[config.mk]
export PLATFORM = sky130hd
export DESIGN_NAME = pmc_sqrt
export DESIGN_NICKNAME = d
export VERILOG_FILES = /design/src/photon_momentum_from_cluster_unit_macros.svh /design/src/pmc_pkg.sv /design/src/pmc_sqrt.sv
export SDC_FILE = /design/constraint.sdc
export NUM_CORES = 2
export LEC_CHECK = 0
export BUFFER_PORTS_ARGS = -buffer_cell sky130_fd_sc_hd__buf_2
export CAP_MARGIN = 20
export CORE_ASPECT_RATIO = 1.5
export CORE_MARGIN = 5
export CORE_UTILIZATION = 52
export DETAILED_ROUTE_END_ITERATION = 7
export PLACE_DENSITY = 0.68
export SYNTH_ARGS = -nofsm -noshare
export SYNTH_HDL_FRONTEND = slang
export SYNTH_SLANG_ARGS = --single-unit
[constraint.sdc]
create_clock -name clk -period 8.8 [get_ports clk]
set_clock_uncertainty 0.05 [all_clocks]
set_input_delay 0.44 -clock clk [delete_from_list [all_inputs] [get_ports clk]]
set_output_delay 0.44 -clock clk [all_outputs]
set_load 0.05 [all_outputs]
[src/photon_momentum_from_cluster_unit_macros.svh]
// ---------------------------------------------------------------------------
// Photon momentum unit assertion macros
// Shared concurrent assertion forms used by the top-level RTL module.
// ---------------------------------------------------------------------------
`ifndef PHOTON_MOMENTUM_FROM_CLUSTER_UNIT_MACROS_SVH
`define PHOTON_MOMENTUM_FROM_CLUSTER_UNIT_MACROS_SVH

// Assert an implication on the rising clock edge, disabled while reset is low.
`define PMC_ASSERT_IMPL(label, clk, rst_n, ante, cons, msg) \
	label: assert property (@(posedge clk) disable iff (!rst_n) (ante) |-> (cons)) \
		else $error(msg);

// Assert a next-cycle implication on the rising clock edge.
`define PMC_ASSERT_NEXT(label, clk, rst_n, ante, cons, msg) \
	label: assert property (@(posedge clk) disable iff (!rst_n) (ante) |=> (cons)) \
		else $error(msg);

`endif

[src/pmc_pkg.sv]
// ---------------------------------------------------------------------------
// Photon momentum package
// Widths, constants and the per-stage item record shared by all modules.
// ---------------------------------------------------------------------------
package pmc_pkg;
	localparam int PosW    = 24;
	localparam int EnW     = 17;
	localparam int FrontW  = 23;
	localparam int SlopeW  = 24;
	localparam int DzW     = 26;
	localparam int QW      = 48;
	localparam int RootW   = 24;
	localparam int DivNumW = 47;
	localparam int DivDenW = 26;

	localparam logic [12:0] ShowerOffset = 13'd4224;
	localparam logic [1:0]  RegFront     = 2'd0;
	// Reciprocal of five scaled by 2^23; the factor eight of forty is a shift.
	localparam logic [20:0] DepthRecip   = 21'd1677722;

	typedef struct packed {
		logic                    fault;
		logic [EnW-1:0]          energy;
		logic signed [SlopeW-1:0] sx;
		logic signed [SlopeW-1:0] sy;
	} pmc_slope_t;

	typedef struct packed {
		logic signed [17:0] mom_x;
		logic signed [17:0] mom_y;
		logic [16:0]        mom_z;
		logic [16:0]        mom_e;
		logic               div_fault;
	} pmc_result_t;
endpackage

[src/pmc_sqrt.sv]
// ---------------------------------------------------------------------------
// Photon momentum square root
// Pipelined integer square root, one result bit per stage.
// ---------------------------------------------------------------------------
module pmc_sqrt (
	input  logic                 clk,
	input  logic                 en,
	input  logic [47:0]          q,
	input  pmc_pkg::pmc_slope_t  tag,
	output logic [23:0]          root,
	output pmc_pkg::pmc_slope_t  tag_out
);
	import pmc_pkg::*;

	logic [49:0]   r_s [25];
	logic [23:0]   v_s [25];
	logic [47:0]   q_s [25];
	pmc_slope_t    t_s [25];

	always_comb begin
		r_s[0] = '0;
		v_s[0] = '0;
		q_s[0] = q;
		t_s[0] = tag;
	end

	for (genvar i = 0; i < 24; i++) begin : g_st
		logic [49:0] sh;
		logic [49:0] tr;
		always_comb begin
			sh = {r_s[i][47:0], q_s[i][47:46]};
			tr = {24'b0, v_s[i], 2'b01};
		end
		always_ff @(posedge clk) begin
			if (en) begin
				r_s[i+1] <= (sh >= tr) ? sh - tr : sh;
				v_s[i+1] <= {v_s[i][22:0], sh >= tr};
				q_s[i+1] <= {q_s[i][45:0], 2'b00};
				t_s[i+1] <= t_s[i];
			end
		end
	end

	assign root    = v_s[24];
	assign tag_out = t_s[24];
endmodule

==> results.yml <==
status:
  status: "complete, no violations"
power:
  switchingPower_uw: 9022
  seq_power_share: 0.538
  power_uw: 38310
  power_leakage_uw: 0.05454
  p_sw_frac: 0.2355
  combPwrFrac: 0.104
  p_int_uw: 29280
  power_density_mw_per_mm2: 248.4
  power.share.clock: 0.358
  ir_drop_mv: 0.1991
global_route:
  grt_first_pass_wirelength_microns: 394300
  grt_overflow_total: 0
  grt_pass1_vias: 73280
  track_usage: 0.1838
  grt_max_degree: 202
  antenna_found_initial: 9
synth:
  ys.flop_type: "edfxtp_1"
  syn_area_sq_mm: 0.1374
  synth_edf_count: 3462
  netlist_instances: 8662
  synth.net_count: 9104
  synth_warnings: 0
  seq_area_frac_synth: 0.7567
  synthDistinctLibCells: 100
  async_flop_share: 0
  synth-seq-cells: 3462
  syn_avg_cell_area_sq_um: 15.86
detailed_routing:
  drtAntennaViolNets: 0
  drc: 0
  wl_per_cell_microns: 19.82
  drt-pass1-iter-count: 6
  drtIter0Drc: 3804
  vias: 69570
  drt_wl_total_microns: 256300
  drt-vias-per-instance: 5.380
cts:
  cts_tree: "yes"
  post_cts_buffers: 0
  insertion_delay_ns: 0.90
  cts-root-buf: "clkbuf_16"
  ctsResizeCount: 0
  clk_pin_slew_ns: 0.06
  htreeDepth: 5
  numClockSinks: 3462
  cts_hold_buf: 116
  cts.path.max_buffers: 4
  numCtsBuffers: 327
timing:
  rsz0062_at_grt: "false"
  finalCriticalPeriod_ns: 5.169
  setup_ws_ns: 3.631
  worstMarginPinSlew_ns: 1.171
  final-hold-violation-count: 0
  max_slew_margin: 0.2088
  setup_viol: 0
  fin_crit_sh: 0.5874
  slew_viol_final: 0
  max_freq_mhz: 193.5
  fin_tns_setup_ns: 0
setup_path:
  arrival_ns: 5.70
  crit_path_start_kind: "flip-flop"
  crit_fanout: 32
  crit_type: "flip-flop to flip-flop"
  setup.worst_path.end_class: "flip-flop"
  cp.required_ns: 9.33
finish:
  final_area_sq_mm: 0.1542
  layout_common_cells: "edfxtp_1, nor2_1, nand2_1"
  mostFrequentLayoutCell: "edfxtp_1"
  fillers: 19690
  nets: 9620
  drive_gt1_frac: 0.09426
  area_growth_pct: 12.26
floorplanning:
  start_util: 0.5212
  die_h_microns: 639.5
  ioPinCount: 206
  coreArea_sq_mm: 0.2636
  rows: 231
  die_area_sq_mm: 0.2748
  die_x_microns: 429.7
place:
  hpwl_microns: 179800
  gp_congestion: 0.9760
  place_ws_ns: 3.661
  portBuffers: 205
  dpl_cell_area_sq_mm: 0.1426
job:
  cap_violations: 0
hold_path:
  hp-class: "input port to flip-flop"
[cell families after synthesis]
logic type / after synthesis / share of synthesized area
AO/OA/AOI/OAI: 1031 / 0.04707
XOR/XNOR: 884 / 0.05635
adder cells (fa/ha/maj): 326 / 0.02969
buffers and inverters: 622 / 0.01901
flip-flops: 3462 / 0.7567
multiplexers: 37 / 0.002923
other: 1 / 0.00002729
AND/OR/NAND/NOR: 2299 / 0.08825
[synth_stat cells, types with 16 or more instances]
cell type  instances  area, sq um
ha_1             326         4079
nand2b_1         100        625.6
nand3b_1          34        255.2
buf_2             16        80.08
a21o_1           101        758.2
xnor2_1          430         3766
buf_4             66        495.5
o21a_1            79        593.1
nor4_1           176         1101
mux2_2            25        281.5
a21oi_1          280         1401
nand2_1          469         1760
edfxtp_1        3462       104000
or2_2             51        319.1
or4_1            109        818.3
o21bai_1          16        120.1
a31oi_1           30        187.7
inv_1            400         1501
nand4_1           80        500.5
and2_1            20        125.1
o211ai_1          21        157.7
nand3_1          146        730.7
and3_1            34        212.7
o31ai_1           46        345.3
nor3b_1           24        180.2
a211oi_1          16        120.1
nor4b_1           20        175.2
xor2_1           454         3976
clkbuf_1         133        499.2
nor2b_1           39        244.0
or3_1            122        763.2
nand4b_1          35        306.5
nor3_1           292         1461
nor2_1           477         1790
o21ai_0          299         1496
[per-layer routing]
layer | global-route usage | up-vias | routed length [microns]
li1 | - | 33730 | -
met1 | 0.1539 | 33590 | 77150
met2 | 0.3792 | 1442 | 150700
met3 | 0.02665 | 813 | 8220
met4 | 0.1294 | 0 | 20200
met5 | 0 | - | 0
[worst max-delay path, stage by stage (launching register included)]
cell	delay (ns)
edfxtp_1	0.44
or4_1	0.58
or4_1	0.55
nor3_1	0.52
nand2_1	0.10
or3_1	0.48
nor2_2	0.92
inv_1	0.83
o2111ai_1	0.35
xnor2_1	0.09
[power groups by stage]
stage	Clock, uW	Combinational, uW	Sequential (uW)
floorplan	0	2690	20700
global placement	0	3830	20900
detailed placement	0	3920	21000
CTS	14200	3980	20600
global route	14900	4380	20700
finish	13700	3970	20600
[final cells by class]
cell class / count / area [sq um] / area share
Multi-Input combinational cell: 4578 / 30890 / 0.2003
Sequential cell: 3462 / 104000 / 0.6741
Tap cell: 3495 / 4373 / 0.02835
Timing Repair Buffer: 406 / 3044 / 0.01974
Antenna cell: 4 / 10.01 / 0.00006490
Clock inverter: 205 / 1977 / 0.01282
Inverter: 403 / 1513 / 0.009808
Clock buffer: 377 / 8456 / 0.05483
[registers in the layout, summed over array words and instances, names as in the netlist]
name	flops
q_s	506
g_st.sh	1072
t_s	1518
tag_out	66
root	24
g_st.tr	276
[final timing paths]
check | from | to | slack (ns) | depth (start not counted)
setup / recovery | g_st[21].sh[28] | g_st[22].sh[37] | 3.63 | 9
hold reg to reg | t_s[1333] | t_s[1267] | 0.30 | 0
hold / removal | tag[53] | t_s[1571] | 0.22 | 2
setup reg to reg | g_st[21].sh[28] | g_st[22].sh[37] | 3.63 | 9
[metrics by stage]
step	util	hold WS (ns)	cells
after global placement	0.5409	0.3502	12220
after CTS	0.5850	0.1086	12930
after detailed placement	0.5410	0.3545	12230
final	0.5851	0.2194	12930
after floorplan	-	0.3503	8662
after global routing	0.5851	0.1678	12930
No activity file was read; power rests on OpenSTA's default activity.
